**src/design/brxre_pkg.sv**
```systemverilog
package brxre_pkg;

    // Longest run that one header byte can carry
    localparam logic [6:0] RUN_MAX     = 7'd127;
    // A lone byte below this value goes out as a literal
    localparam logic [7:0] LIT_LIMIT   = 8'd129;
    // Number of closed runs held between front and back
    localparam int         QUEUE_DEPTH = 4;

    typedef struct packed {
        logic [7:0] value;
        logic [6:0] length;
        logic       last;
    } t_run;

endpackage

```
**src/design/bitmap_row_xor_rle_encoder.sv**
```systemverilog
// Row-delta XOR run-length encoder for packed 1-bit glyph bitmaps.
// Input channel (i_in_valid/o_in_ready): one bitmap byte per transfer,
// rows in order, i_last_byte on the final byte of the bitmap.
// Output channel (o_out_valid/i_out_ready): encoded bytes, literals or
// header/value pairs, o_last_out on the final byte of the bitmap.
// Config channel (i_cfg_valid/o_cfg_ready): glyph width in pixels, always
// ready; write it only while no bitmap is in flight.
// The first byte of a closed run passes from the front run stage through
// the queue and the current-run register of the back end to its output
// register. Throughput: one input per cycle while runs extend; an input
// that closes a run yields a literal or a header/value pair, which leaves
// through the single output register of the back end. A last byte that
// closes a run and opens its own pushes twice from the front run stage.
// A queue of four closed runs separates the front from the back; when the
// receiver stalls the output holds, the queue fills, then o_in_ready drops once a run must be pushed.
// Reset clears all control state and sets the width to 8 pixels; the line
// store is not cleared and its contents are only used for rows after row 0.
module bitmap_row_xor_rle_encoder import brxre_pkg::*; #(
    parameter int MAX_ROW_BYTES = 32
) (
    input  logic       i_clk,
    input  logic       i_rst_n,
    input  logic       i_cfg_valid,
    output logic       o_cfg_ready,
    input  logic [8:0] i_cfg_data,
    input  logic       i_in_valid,
    output logic       o_in_ready,
    input  logic [7:0] i_data_byte,
    input  logic       i_last_byte,
    output logic       o_out_valid,
    input  logic       i_out_ready,
    output logic [7:0] o_out_byte,
    output logic       o_last_out
);

    logic [8:0] r_row_width_pixels;
    logic       w_push;
    t_run       w_push_run;
    logic       w_push_ready;
    logic       w_pop_valid;
    t_run       w_pop_run;
    logic       w_pop;

    assign o_cfg_ready = 1'b1;

    always_ff @(posedge i_clk) begin
        if (!i_rst_n) begin
            r_row_width_pixels <= 9'd8;
        end else if (i_cfg_valid) begin
            r_row_width_pixels <= i_cfg_data;
        end
    end

    brxre_front #(
        .MAX_ROW_BYTES(MAX_ROW_BYTES)
    ) u_front (
        .i_clk             (i_clk),
        .i_rst_n           (i_rst_n),
        .i_row_width_pixels(r_row_width_pixels),
        .i_in_valid        (i_in_valid),
        .o_in_ready        (o_in_ready),
        .i_data_byte       (i_data_byte),
        .i_last_byte       (i_last_byte),
        .o_push            (w_push),
        .o_push_run        (w_push_run),
        .i_push_ready      (w_push_ready)
    );

    brxre_queue u_queue (
        .i_clk       (i_clk),
        .i_rst_n     (i_rst_n),
        .i_push      (w_push),
        .i_push_run  (w_push_run),
        .o_push_ready(w_push_ready),
        .o_pop_valid (w_pop_valid),
        .o_pop_run   (w_pop_run),
        .i_pop       (w_pop)
    );

    brxre_back u_back (
        .i_clk      (i_clk),
        .i_rst_n    (i_rst_n),
        .i_pop_valid(w_pop_valid),
        .i_pop_run  (w_pop_run),
        .o_pop      (w_pop),
        .o_out_valid(o_out_valid),
        .i_out_ready(i_out_ready),
        .o_out_byte (o_out_byte),
        .o_last_out (o_last_out)
    );

endmodule

```
**src/design/brxre_front.sv**
```systemverilog
module brxre_front import brxre_pkg::*; #(
    parameter int MAX_ROW_BYTES = 32
) (
    input  logic       i_clk,
    input  logic       i_rst_n,
    input  logic [8:0] i_row_width_pixels,
    input  logic       i_in_valid,
    output logic       o_in_ready,
    input  logic [7:0] i_data_byte,
    input  logic       i_last_byte,
    output logic       o_push,
    output t_run       o_push_run,
    input  logic       i_push_ready
);

    localparam int ColW = (MAX_ROW_BYTES > 1) ? $clog2(MAX_ROW_BYTES) : 1;

    logic [7:0]      r_line [MAX_ROW_BYTES];
    logic [7:0]      r_rd;
    logic [ColW-1:0] r_col;
    logic            r_first;

    logic            r_b_valid;
    logic [7:0]      r_b_byte;
    logic            r_b_last;
    logic            r_b_first;
    logic            r_b_phase;
    logic [7:0]      r_run_value;
    logic [6:0]      r_run_len;

    logic [9:0]      w_sum;
    logic [6:0]      w_raw;
    logic [8:0]      w_row_bytes;
    logic [8:0]      w_col_inc;
    logic            w_in_acc;
    logic [7:0]      w_delta;
    logic            w_close;
    logic [6:0]      w_ext_len;
    logic            w_push_req;
    logic            w_push_ok;
    logic            w_b_done;
    logic            w_run_step;

    // Row byte count: width rounded up over eight, at least one, clamped to the line store
    assign w_sum = {1'b0, i_row_width_pixels} + 10'd7;
    assign w_raw = w_sum[9:3];

    always_comb begin
        if (w_raw == 7'd0) begin
            w_row_bytes = 9'd1;
        end else if ({2'b00, w_raw} > 9'(MAX_ROW_BYTES)) begin
            w_row_bytes = 9'(MAX_ROW_BYTES);
        end else begin
            w_row_bytes = {2'b00, w_raw};
        end
    end

    assign w_col_inc = 9'(r_col) + 9'd1;
    assign w_in_acc  = i_in_valid && o_in_ready;

    // Read of the row above and write of the raw byte share the accept edge
    always_ff @(posedge i_clk) begin
        if (w_in_acc) begin
            r_rd          <= r_line[r_col];
            r_line[r_col] <= i_data_byte;
        end
    end

    always_ff @(posedge i_clk) begin
        if (!i_rst_n) begin
            r_col   <= '0;
            r_first <= 1'b1;
        end else if (w_in_acc) begin
            if (i_last_byte) begin
                r_col   <= '0;
                r_first <= 1'b1;
            end else if (w_col_inc >= w_row_bytes) begin
                r_col   <= '0;
                r_first <= 1'b0;
            end else begin
                r_col   <= ColW'(w_col_inc);
            end
        end
    end

    // Run stage
    assign w_delta   = r_b_first ? r_b_byte : (r_b_byte ^ r_rd);
    assign w_close   = (r_run_len != 7'd0) &&
                       !((w_delta == r_run_value) && (r_run_len < RUN_MAX));
    assign w_ext_len = (w_close || (r_run_len == 7'd0)) ? 7'd1 : (r_run_len + 7'd1);

    // A last byte that closes a run pushes twice: old run, then its own
    assign w_push_req = r_b_valid && (r_b_phase || w_close || r_b_last);
    assign w_push_ok  = w_push_req && i_push_ready;
    assign w_b_done   = r_b_valid &&
                        (w_push_req ? (w_push_ok && (r_b_phase || !(w_close && r_b_last)))
                                    : 1'b1);
    assign w_run_step = (r_b_valid && !w_push_req) || w_push_ok;

    assign o_in_ready = !r_b_valid || w_b_done;
    assign o_push     = w_push_req;

    always_comb begin
        if (r_b_phase) begin
            o_push_run = '{value: r_run_value, length: r_run_len, last: 1'b1};
        end else if (w_close) begin
            o_push_run = '{value: r_run_value, length: r_run_len, last: 1'b0};
        end else begin
            o_push_run = '{value: w_delta, length: w_ext_len, last: 1'b1};
        end
    end

    always_ff @(posedge i_clk) begin
        if (w_in_acc) begin
            r_b_byte  <= i_data_byte;
            r_b_last  <= i_last_byte;
            r_b_first <= r_first;
        end
    end

    always_ff @(posedge i_clk) begin
        if (!i_rst_n) begin
            r_b_valid   <= 1'b0;
            r_b_phase   <= 1'b0;
            r_run_value <= 8'd0;
            r_run_len   <= 7'd0;
        end else begin
            if (w_in_acc) begin
                r_b_valid <= 1'b1;
            end else if (w_b_done) begin
                r_b_valid <= 1'b0;
            end
            if (w_run_step) begin
                if (r_b_phase) begin
                    r_run_value <= 8'd0;
                    r_run_len   <= 7'd0;
                    r_b_phase   <= 1'b0;
                end else if (w_close && r_b_last) begin
                    r_run_value <= w_delta;
                    r_run_len   <= 7'd1;
                    r_b_phase   <= 1'b1;
                end else if (r_b_last) begin
                    r_run_value <= 8'd0;
                    r_run_len   <= 7'd0;
                end else begin
                    r_run_value <= w_delta;
                    r_run_len   <= w_ext_len;
                end
            end
        end
    end

`ifndef SYNTHESIS
    a_phase_only_on_last: assert property (@(posedge i_clk) disable iff (!i_rst_n)
        r_b_phase |-> (r_b_valid && r_b_last))
        else $error("second push phase without a held last byte");

    a_run_cleared_after_last: assert property (@(posedge i_clk) disable iff (!i_rst_n)
        (w_push_ok && o_push_run.last) |=> (r_run_len == 7'd0))
        else $error("run still open after final push");
`endif

endmodule

```
**src/design/brxre_queue.sv**
```systemverilog
module brxre_queue import brxre_pkg::*; (
    input  logic i_clk,
    input  logic i_rst_n,
    input  logic i_push,
    input  t_run i_push_run,
    output logic o_push_ready,
    output logic o_pop_valid,
    output t_run o_pop_run,
    input  logic i_pop
);

    localparam int PtrW = $clog2(QUEUE_DEPTH);

    t_run          r_mem [QUEUE_DEPTH];
    logic [PtrW-1:0] r_wr;
    logic [PtrW-1:0] r_rd;
    logic [PtrW:0]   r_count;
    logic            w_push;
    logic            w_pop;

    assign o_push_ready = (r_count != (PtrW+1)'(QUEUE_DEPTH));
    assign o_pop_valid  = (r_count != '0);
    assign o_pop_run    = r_mem[r_rd];
    assign w_push       = i_push && o_push_ready;
    assign w_pop        = i_pop && o_pop_valid;

    always_ff @(posedge i_clk) begin
        if (w_push) begin
            r_mem[r_wr] <= i_push_run;
        end
    end

    always_ff @(posedge i_clk) begin
        if (!i_rst_n) begin
            r_wr    <= '0;
            r_rd    <= '0;
            r_count <= '0;
        end else begin
            if (w_push) begin
                r_wr <= PtrW'(r_wr + 1'b1);
            end
            if (w_pop) begin
                r_rd <= PtrW'(r_rd + 1'b1);
            end
            if (w_push && !w_pop) begin
                r_count <= r_count + 1'b1;
            end else if (w_pop && !w_push) begin
                r_count <= r_count - 1'b1;
            end
        end
    end

`ifndef SYNTHESIS
    a_count_bound: assert property (@(posedge i_clk) disable iff (!i_rst_n)
        r_count <= (PtrW+1)'(QUEUE_DEPTH))
        else $error("queue count past depth");

    a_pointer_gap: assert property (@(posedge i_clk) disable iff (!i_rst_n)
        (r_count != (PtrW+1)'(QUEUE_DEPTH) && r_count != '0) |-> (r_wr != r_rd))
        else $error("queue pointers disagree with count");
`endif

endmodule

```
**src/design/brxre_back.sv**
```systemverilog
module brxre_back import brxre_pkg::*; (
    input  logic       i_clk,
    input  logic       i_rst_n,
    input  logic       i_pop_valid,
    input  t_run       i_pop_run,
    output logic       o_pop,
    output logic       o_out_valid,
    input  logic       i_out_ready,
    output logic [7:0] o_out_byte,
    output logic       o_last_out
);

    t_run       r_cur;
    logic       r_cur_valid;
    logic       r_step;
    logic       r_out_valid;
    logic [7:0] r_out_byte;
    logic       r_out_last;

    logic       w_lit;
    logic       w_out_free;
    logic       w_emit;
    logic       w_cur_done;

    assign w_lit      = (r_cur.length == 7'd1) && (r_cur.value < LIT_LIMIT);
    assign w_out_free = !r_out_valid || i_out_ready;
    assign w_emit     = r_cur_valid && w_out_free;
    assign w_cur_done = w_emit && (r_step || w_lit);
    assign o_pop      = i_pop_valid && (!r_cur_valid || w_cur_done);

    always_ff @(posedge i_clk) begin
        if (o_pop) begin
            r_cur <= i_pop_run;
        end
        if (w_emit) begin
            // header carries the length with the top bit set
            r_out_byte <= (r_step || w_lit) ? r_cur.value : {1'b1, r_cur.length};
            r_out_last <= (r_step || w_lit) ? r_cur.last : 1'b0;
        end
    end

    always_ff @(posedge i_clk) begin
        if (!i_rst_n) begin
            r_cur_valid <= 1'b0;
            r_step      <= 1'b0;
            r_out_valid <= 1'b0;
        end else begin
            if (o_pop) begin
                r_cur_valid <= 1'b1;
            end else if (w_cur_done) begin
                r_cur_valid <= 1'b0;
            end
            if (w_emit) begin
                r_step <= !w_cur_done;
            end
            if (w_emit) begin
                r_out_valid <= 1'b1;
            end else if (i_out_ready) begin
                r_out_valid <= 1'b0;
            end
        end
    end

    assign o_out_valid = r_out_valid;
    assign o_out_byte  = r_out_byte;
    assign o_last_out  = r_out_last;

`ifndef SYNTHESIS
    a_step_on_header_run: assert property (@(posedge i_clk) disable iff (!i_rst_n)
        r_step |-> (r_cur_valid && !w_lit))
        else $error("value step on a literal or empty slot");
`endif

endmodule

```
**config.mk**
```make
export PLATFORM = sky130hd
export DESIGN_NAME = bitmap_row_xor_rle_encoder
export DESIGN_NICKNAME = d
export VERILOG_FILES = /design/src/design/brxre_pkg.sv /design/src/design/bitmap_row_xor_rle_encoder.sv /design/src/design/brxre_front.sv /design/src/design/brxre_queue.sv /design/src/design/brxre_back.sv
export SDC_FILE = /design/constraint.sdc
export NUM_CORES = 1
export LEC_CHECK = 0
export BUFFER_PORTS_ARGS = -buffer_cell sky130_fd_sc_hd__buf_4
export CAP_MARGIN = 30
export CORE_ASPECT_RATIO = 1.25
export CORE_MARGIN = 3
export CORE_UTILIZATION = 70
export CTS_BUF_LIST = sky130_fd_sc_hd__clkbuf_8
export CTS_CLUSTER_DIAMETER = 150
export DETAILED_ROUTE_END_ITERATION = 10
export PLACE_DENSITY = 0.88
export SETUP_SLACK_MARGIN = 0.1
export SYNTH_ARGS = -nofsm -noshare
export SYNTH_HDL_FRONTEND = slang
export SYNTH_SLANG_ARGS = --single-unit
```
**constraint.sdc**
```tcl
create_clock -name i_clk -period 4.5 [get_ports i_clk]
set_clock_uncertainty 0.15 [all_clocks]
set_input_delay 0.225 -clock i_clk [delete_from_list [all_inputs] [get_ports i_clk]]
set_output_delay 0.225 -clock i_clk [all_outputs]
set_load 0.01 [all_outputs]
```
; ---- Yosys cells after proc, flatten, opt, wreduce, memory -nomap -nowiden
; Memories as Yosys holds them, arrays and structs flattened. A register that Yosys moved wholly into a read port is not among the register bits.
; Index checks and enable logic that the tools add are counted.
[classes]
n_lt_le_gt_ge = 4
n_mux = 32
n_reduce_logical = 44
n_bitwise = 1
n_eq_ne = 3
n_addsub = 7
[op_table]
columns = op, count
row1 = $mux 7, 6
row2 = $mux 16, 2
row3 = $mux 8, 4
row4 = $logic_and 1x1->1, 16
row5 = $mux 1, 15
row6 = $logic_not 7->1, 2
row7 = $add 9x3->10 const B, 1
row8 = $mux 5, 2
row9 = $reduce_bool 2->1, 5
row10 = $ge 9x9->1, 1
row11 = $logic_not 1->1, 9
row12 = $logic_or 1x1->1, 9
row13 = $mux 9, 1
row14 = $eq 8x8->1, 1
row15 = $lt 8x8->1 const B, 1
row16 = $xor 8x8->8, 1
row17 = $add 7x1->7 const B, 1
row18 = $eq 7x1->1 const B, 1
row19 = $gt 7x6->1 const B, 1
row20 = $lt 7x7->1 const B, 1
row21 = $reduce_bool 7->1, 1
row22 = $add 5x1->6 const B, 1
row23 = $mux 3, 2
row24 = $add 2x1->2 const B, 2
row25 = 5 further kinds, 5
[word_totals]
register_bits = 61
memories = 2
word_cells = 112
input_bits = 23
ramBits = 320
[memory_table]
columns = name, words, word_bits, read_ports, rd_ports_with_merged_regs, write_ports, line_no
row1 = u_front.r_line, 32, 8, 1, 1, 1, brxre_front.sv:18  ; logic [7:0] r_line [MAX_ROW_BYTES];
row2 = u_queue.r_mem, 4, 16, 1, 1, 1, brxre_queue.sv:14  ; t_run r_mem [QUEUE_DEPTH];

; ---- Depth between registers and ports, before layout
[logic_depth]
word_depth = 17
ltp_mapped = 13
depth_no_buf = 12

; ---- Hierarchy
; A second synthesis with hierarchy kept.
[unflattened]
cells_unflattened = 922
area_unflattened_um2 = 16559.6
[modules_own_cells]
columns = module, instances, area_per_inst_um2, cells_each
row1 = brxre_front, 1, 12324.3, 704
row2 = brxre_queue, 1, 2841.5, 132
row3 = brxre_back, 1, 1047.3, 56
row4 = bitmap_row_xor_rle_encoder, 1, 346.6, 30

; ---- Worst setup path before layout
; OpenSTA, ideal clock, no wires.
[synth_timing]
path_kind = flip-flop to flip-flop
start = reg u_front.r_col[1]
end = reg u_front.r_col[2]
n_path_buf = 3
path_slack_ns = 1.431
arrival_ns = 2.837
setup_ns = 0.083
path_stages_with_launch = 13
path_cell_list = dfxtp_1 -> clkbuf_1 -> buf_1 -> clkbuf_1 -> inv_1 -> ha_1 -> ha_1 -> a21o_1 -> a21oi_1 -> o21ai_1 -> nor2_1 -> nand4_1 -> o221ai_1
[synth_between]
elab_chain_cells = 4
[synth_rtl]
columns = item, line_no
row1 = from (decl), brxre_front.sv:20  ; logic [ColW-1:0] r_col;
row2 = from (signal assigned), brxre_front.sv:81  ; r_col <= ColW'(w_col_inc);
row3 = $add 5x1->6 (*), brxre_front.sv:58  ; assign w_col_inc = 9'(r_col) + 9'd1;
row4 = $ge 9x9->1, brxre_front.sv:77  ; end else if (w_col_inc >= w_row_bytes) begin
row5 = $mux 5 (*), brxre_front.sv:77
row6 = $mux 5 (*), brxre_front.sv:74  ; if (i_last_byte) begin
; Mark *: on every way between the ends. The rest lies on a longest branch, timed or not.
; A chain may end at the register's enable or synchronous reset.

; ---- Worst setup path after layout
[layout_timing]
start = reg u_back.r_cur[10] (netlist name)
end = reg u_queue.r_count[2]
[layout_between]
elab_chain_cells = 10
word_cells_on_any_way = 12
classes_between = order compare: 1 / mux: 1 / reduce/logical: 10
[layout_rtl]
columns = item, line_no
row1 = $lt 8x8->1 (*), brxre_back.sv:25  ; assign w_lit = (r_cur.length == 7'd1) && (r_cur.value < LIT_LIMIT);
row2 = $logic_and 1x1->1 (*), brxre_back.sv:25
row3 = $logic_or 1x1->1 (*), brxre_back.sv:28  ; assign w_cur_done = w_emit && (r_step || w_lit);
row4 = $logic_and 1x1->1 (*), brxre_back.sv:28
row5 = $logic_or 1x1->1 (*), brxre_back.sv:29  ; assign o_pop = i_pop_valid && (!r_cur_valid || w_cur_done);
row6 = $logic_and 1x1->1 (*), brxre_back.sv:29
row7 = $logic_and 1x1->1 (*), brxre_queue.sv:25  ; assign w_pop = i_pop && o_pop_valid;
row8 = $logic_not 1->1, brxre_queue.sv:45  ; if (w_push && !w_pop) begin
row9 = $logic_and 1x1->1, brxre_queue.sv:45
row10 = $mux 3 or $reduce_bool 2->1 (tied branches), --
row11 = to (signal assigned), brxre_queue.sv:46  ; r_count <= r_count + 1'b1;
row12 = to (signal assigned), brxre_queue.sv:48  ; r_count <= r_count - 1'b1;
row13 = to (decl), brxre_queue.sv:17  ; logic [PtrW:0] r_count;
; Marked as above.

==> out/metrics.cfg <==
[run_status]
outcome=finished clean

[floorplan]
dieArea_sq_um=25800
num_io_pins=35
start_util_pct=72.0
coreArea_sq_um=23200
chipWidth_microns=144
rows=62
die_y_microns=179

[cells_and_area]
syn_to_final_growth_pct=12.7
seq_area_sq_um=11700
drive_above_1_share_pct=24.0
multi_input_area_sq_um=4610
fin_cells=1405
nets=1114
num-fill-cells=1049
layout_common_cells=363 x edfxtp_1, 80 x mux4_2, 80 x buf_4, 70 x clkbuf_8, 50 x nand2_1
diodes=0
layout_commonest_cell=edfxtp_1

[synth]
syn_area_per_cell_sq_um=17.3
synth-edff-count=363
synth.net_count=1004
yosysTopAreaCellShare_pct=65.3
ys_seq_area_share_pct=70.3
synth_ff_type=edfxtp_1
synth-async-reset-ratio_pct=0
synth_area_sq_um=16700
ys_types=67
synthCells=963
ys_top_cells_by_area=edfxtp_1 65%, mux4_2 11%, dfxtp_1 5.0%
synth_largest_area_cell=edfxtp_1
ys.warnings.count=0
synth-seq-cells=405

[critical_path]
endpoint_kind=register
critical_path_class=register to register
cpMaxStageDelayCell=or4_1
crit_arrival_ps=3880
cp_num_cells=12
crit_family=simple AND/OR/NAND/NOR gates
path_buf_inv=2
worst-r2r-cell-count=12
cp.required_ps=4850
startpoint_type=register
crit_start=u_back.r_cur[10]
reg2reg_from=u_back.r_cur[10]
slowest_delay_ps=570
path_cells=or4_1 > o41ai_1 > a31oi_1 > buf_4 > o21ai_1 > nand2_1 > ha_1 > inv_1 > fa_1 > xor2_1 > or3_1 > a21oi_1
rrSetupSlack_ps=970
crit_path_end=u_queue.r_count[2]
cp_max_fo=11
r2r_end=u_queue.r_count[2]

[clock_tree]
holdBufCountCts=32
htreeDepth=2
numCtsBuffers=57
clock_latency_ps=600
ctsResizeCount=0
post_cts.repair.setup_buffers=0
path_clk_slew_ps=60
cts.path.max_buffers=3
cts_root_buf=clkbuf_8
cts_tree=yes
cts_sinks=405

[place]
dp.cells=1269
place_hpwl_microns=21900
gp_congestion=0.903
io_buffers=33

[global_routing]
grt_pass1_vias=9844
grt_pass1_wl_microns=57300
antenna_found_initial=0
grt_overflow=0
grt_max_degree=49
grt_use_total_pct=29.9

[route]
via_count=9643
firstDrtPassIters=6
vias_per_cell=6.86
drt-total-wl_microns=37000
detail-route-antenna-nets=0
drt_iter0_drc=1284
drc=0
wl_per_cell_microns=26.4

[job]
max-cap-violations=0

[timing]
fmax_mhz=283
slew_viol_final=0
hold_violations=0
tns_ps=0
setup_violations=0
whs_ps=270
worst_pin_slew_ps=900
min_period_ps=3530
period_share_pct=78.4
rsz0062_at_grt=false
relSlewSlack_pct=39.5

[pwr]
ir_drop_mv=0.367
power_density_nw_per_um2=450
total_power_mw=8.47
leakagePower_nw=6.28

[min_path]
hp-class=input port to register

==> layout make-up <==
type / instances / area share [%]
clock buffer: 70 / 5.12
clock inverter: 33 / 0.705
inverter: 18 / 0.359
multi-input combinational: 478 / 24.5
sequential: 405 / 62.4
tap: 288 / 1.92
timing repair buffer: 113 / 4.97
==> worst reg2reg max path, delay by kind of cell, from the launching register on <==
| kind | cells | cell delay [ps] |
|---|---|---|
| DFF | 1 | 410 |
| xor gates and xnor gates | 1 | 90 |
| AOI/OAI and AO/OA | 4 | 990 |
| adders and majority gates | 2 | 430 |
| and+or+nand+nor | 3 | 1070 |
| buffers and inverters | 2 | 300 |
==> sequential cells by signal, indices dropped and copies added (netlist names), 2 cells and up <==
name	count
u_front.r_line	256
u_queue.r_mem	64
u_back.r_cur	16
r_row_width_pixels	9
u_back.o_out_byte	8
u_front.r_b_byte	8
u_front.r_rd	8
u_front.r_run_value	8
u_front.r_run_len	7
u_front.r_col	5
u_queue.r_count	3
u_queue.r_rd	2
u_queue.r_wr	2
==> Yosys cell counts, types with 3 or more instances <==
library cell	count
edfxtp_1	363
mux4_2	80
nand2_1	50
dfxtp_1	42
clkbuf_1	39
nor3_1	37
a22oi_1	32
nor2_1	28
ha_1	17
inv_1	17
nand3_1	17
a21oi_1	16
mux2_2	15
xnor2_1	15
a31oi_1	13
nand4_1	13
xor2_1	13
mux2i_1	12
buf_2	10
nor2b_1	9
a32o_1	8
and3_1	8
nand2b_1	8
o21ai_0	8
nor4_1	7
o2111ai_1	7
and2_1	6
buf_1	6
o31ai_1	5
buf_6	4
o21ai_1	4
xnor3_1	4
and3b_1	3
nor3b_1	3
o221ai_1	3
==> metal layers <==
metal	global-route usage (%)	vias to the layer above	share of wire, %
li1	-	4086	-
met1	37.3	4802	34
met2	51.8	621	53
met3	4.88	134	7.4
met4	14.0	0	5.1
met5	0	-	0
==> cell families after synthesis <==
logic type,synth area share [%]
and+or+nand+nor,6.50
buffers and inverters,2.10
other,0.0225
DFF,70.3
adders and majority gates,1.39
AOI/OAI and AO/OA,5.03
muxes,12.7
xor gates and xnor gates,2.01
==> power breakdown <==
| group | leakage [nW] | internal (mW) | switching [mW] |
|---|---|---|---|
| sequential | 3.64 | 4.40 | 0.182 |
| clock | 0.649 | 1.39 | 1.31 |
| combinational | 2.00 | 0.562 | 0.618 |
==> through the flow <==
step	setup WS (ps)	area (sq um)	utilization, %
final	971	18800	81.1
after global routing	746	18800	81.1
after CTS	600	18800	81.1
after detailed placement	969	17400	75.0
after global placement	1170	17400	75.0
after floorplan	1430	16700	-
==> worst min-delay path by stage <==
stage	startpoint	to	cells after the start
final	i_last_byte	u_front.r_b_last	2
after global routing	i_last_byte	u_front.r_b_last	2
after CTS	i_last_byte	u_front.r_b_last	2
after detailed placement	i_last_byte	u_front.r_b_last	1
after global placement	i_cfg_data[3]	r_row_width_pixels[3]	3
after floorplan	i_data_byte[0]	u_front.r_b_byte[0]	0
(Power assumes the default switching activity.)
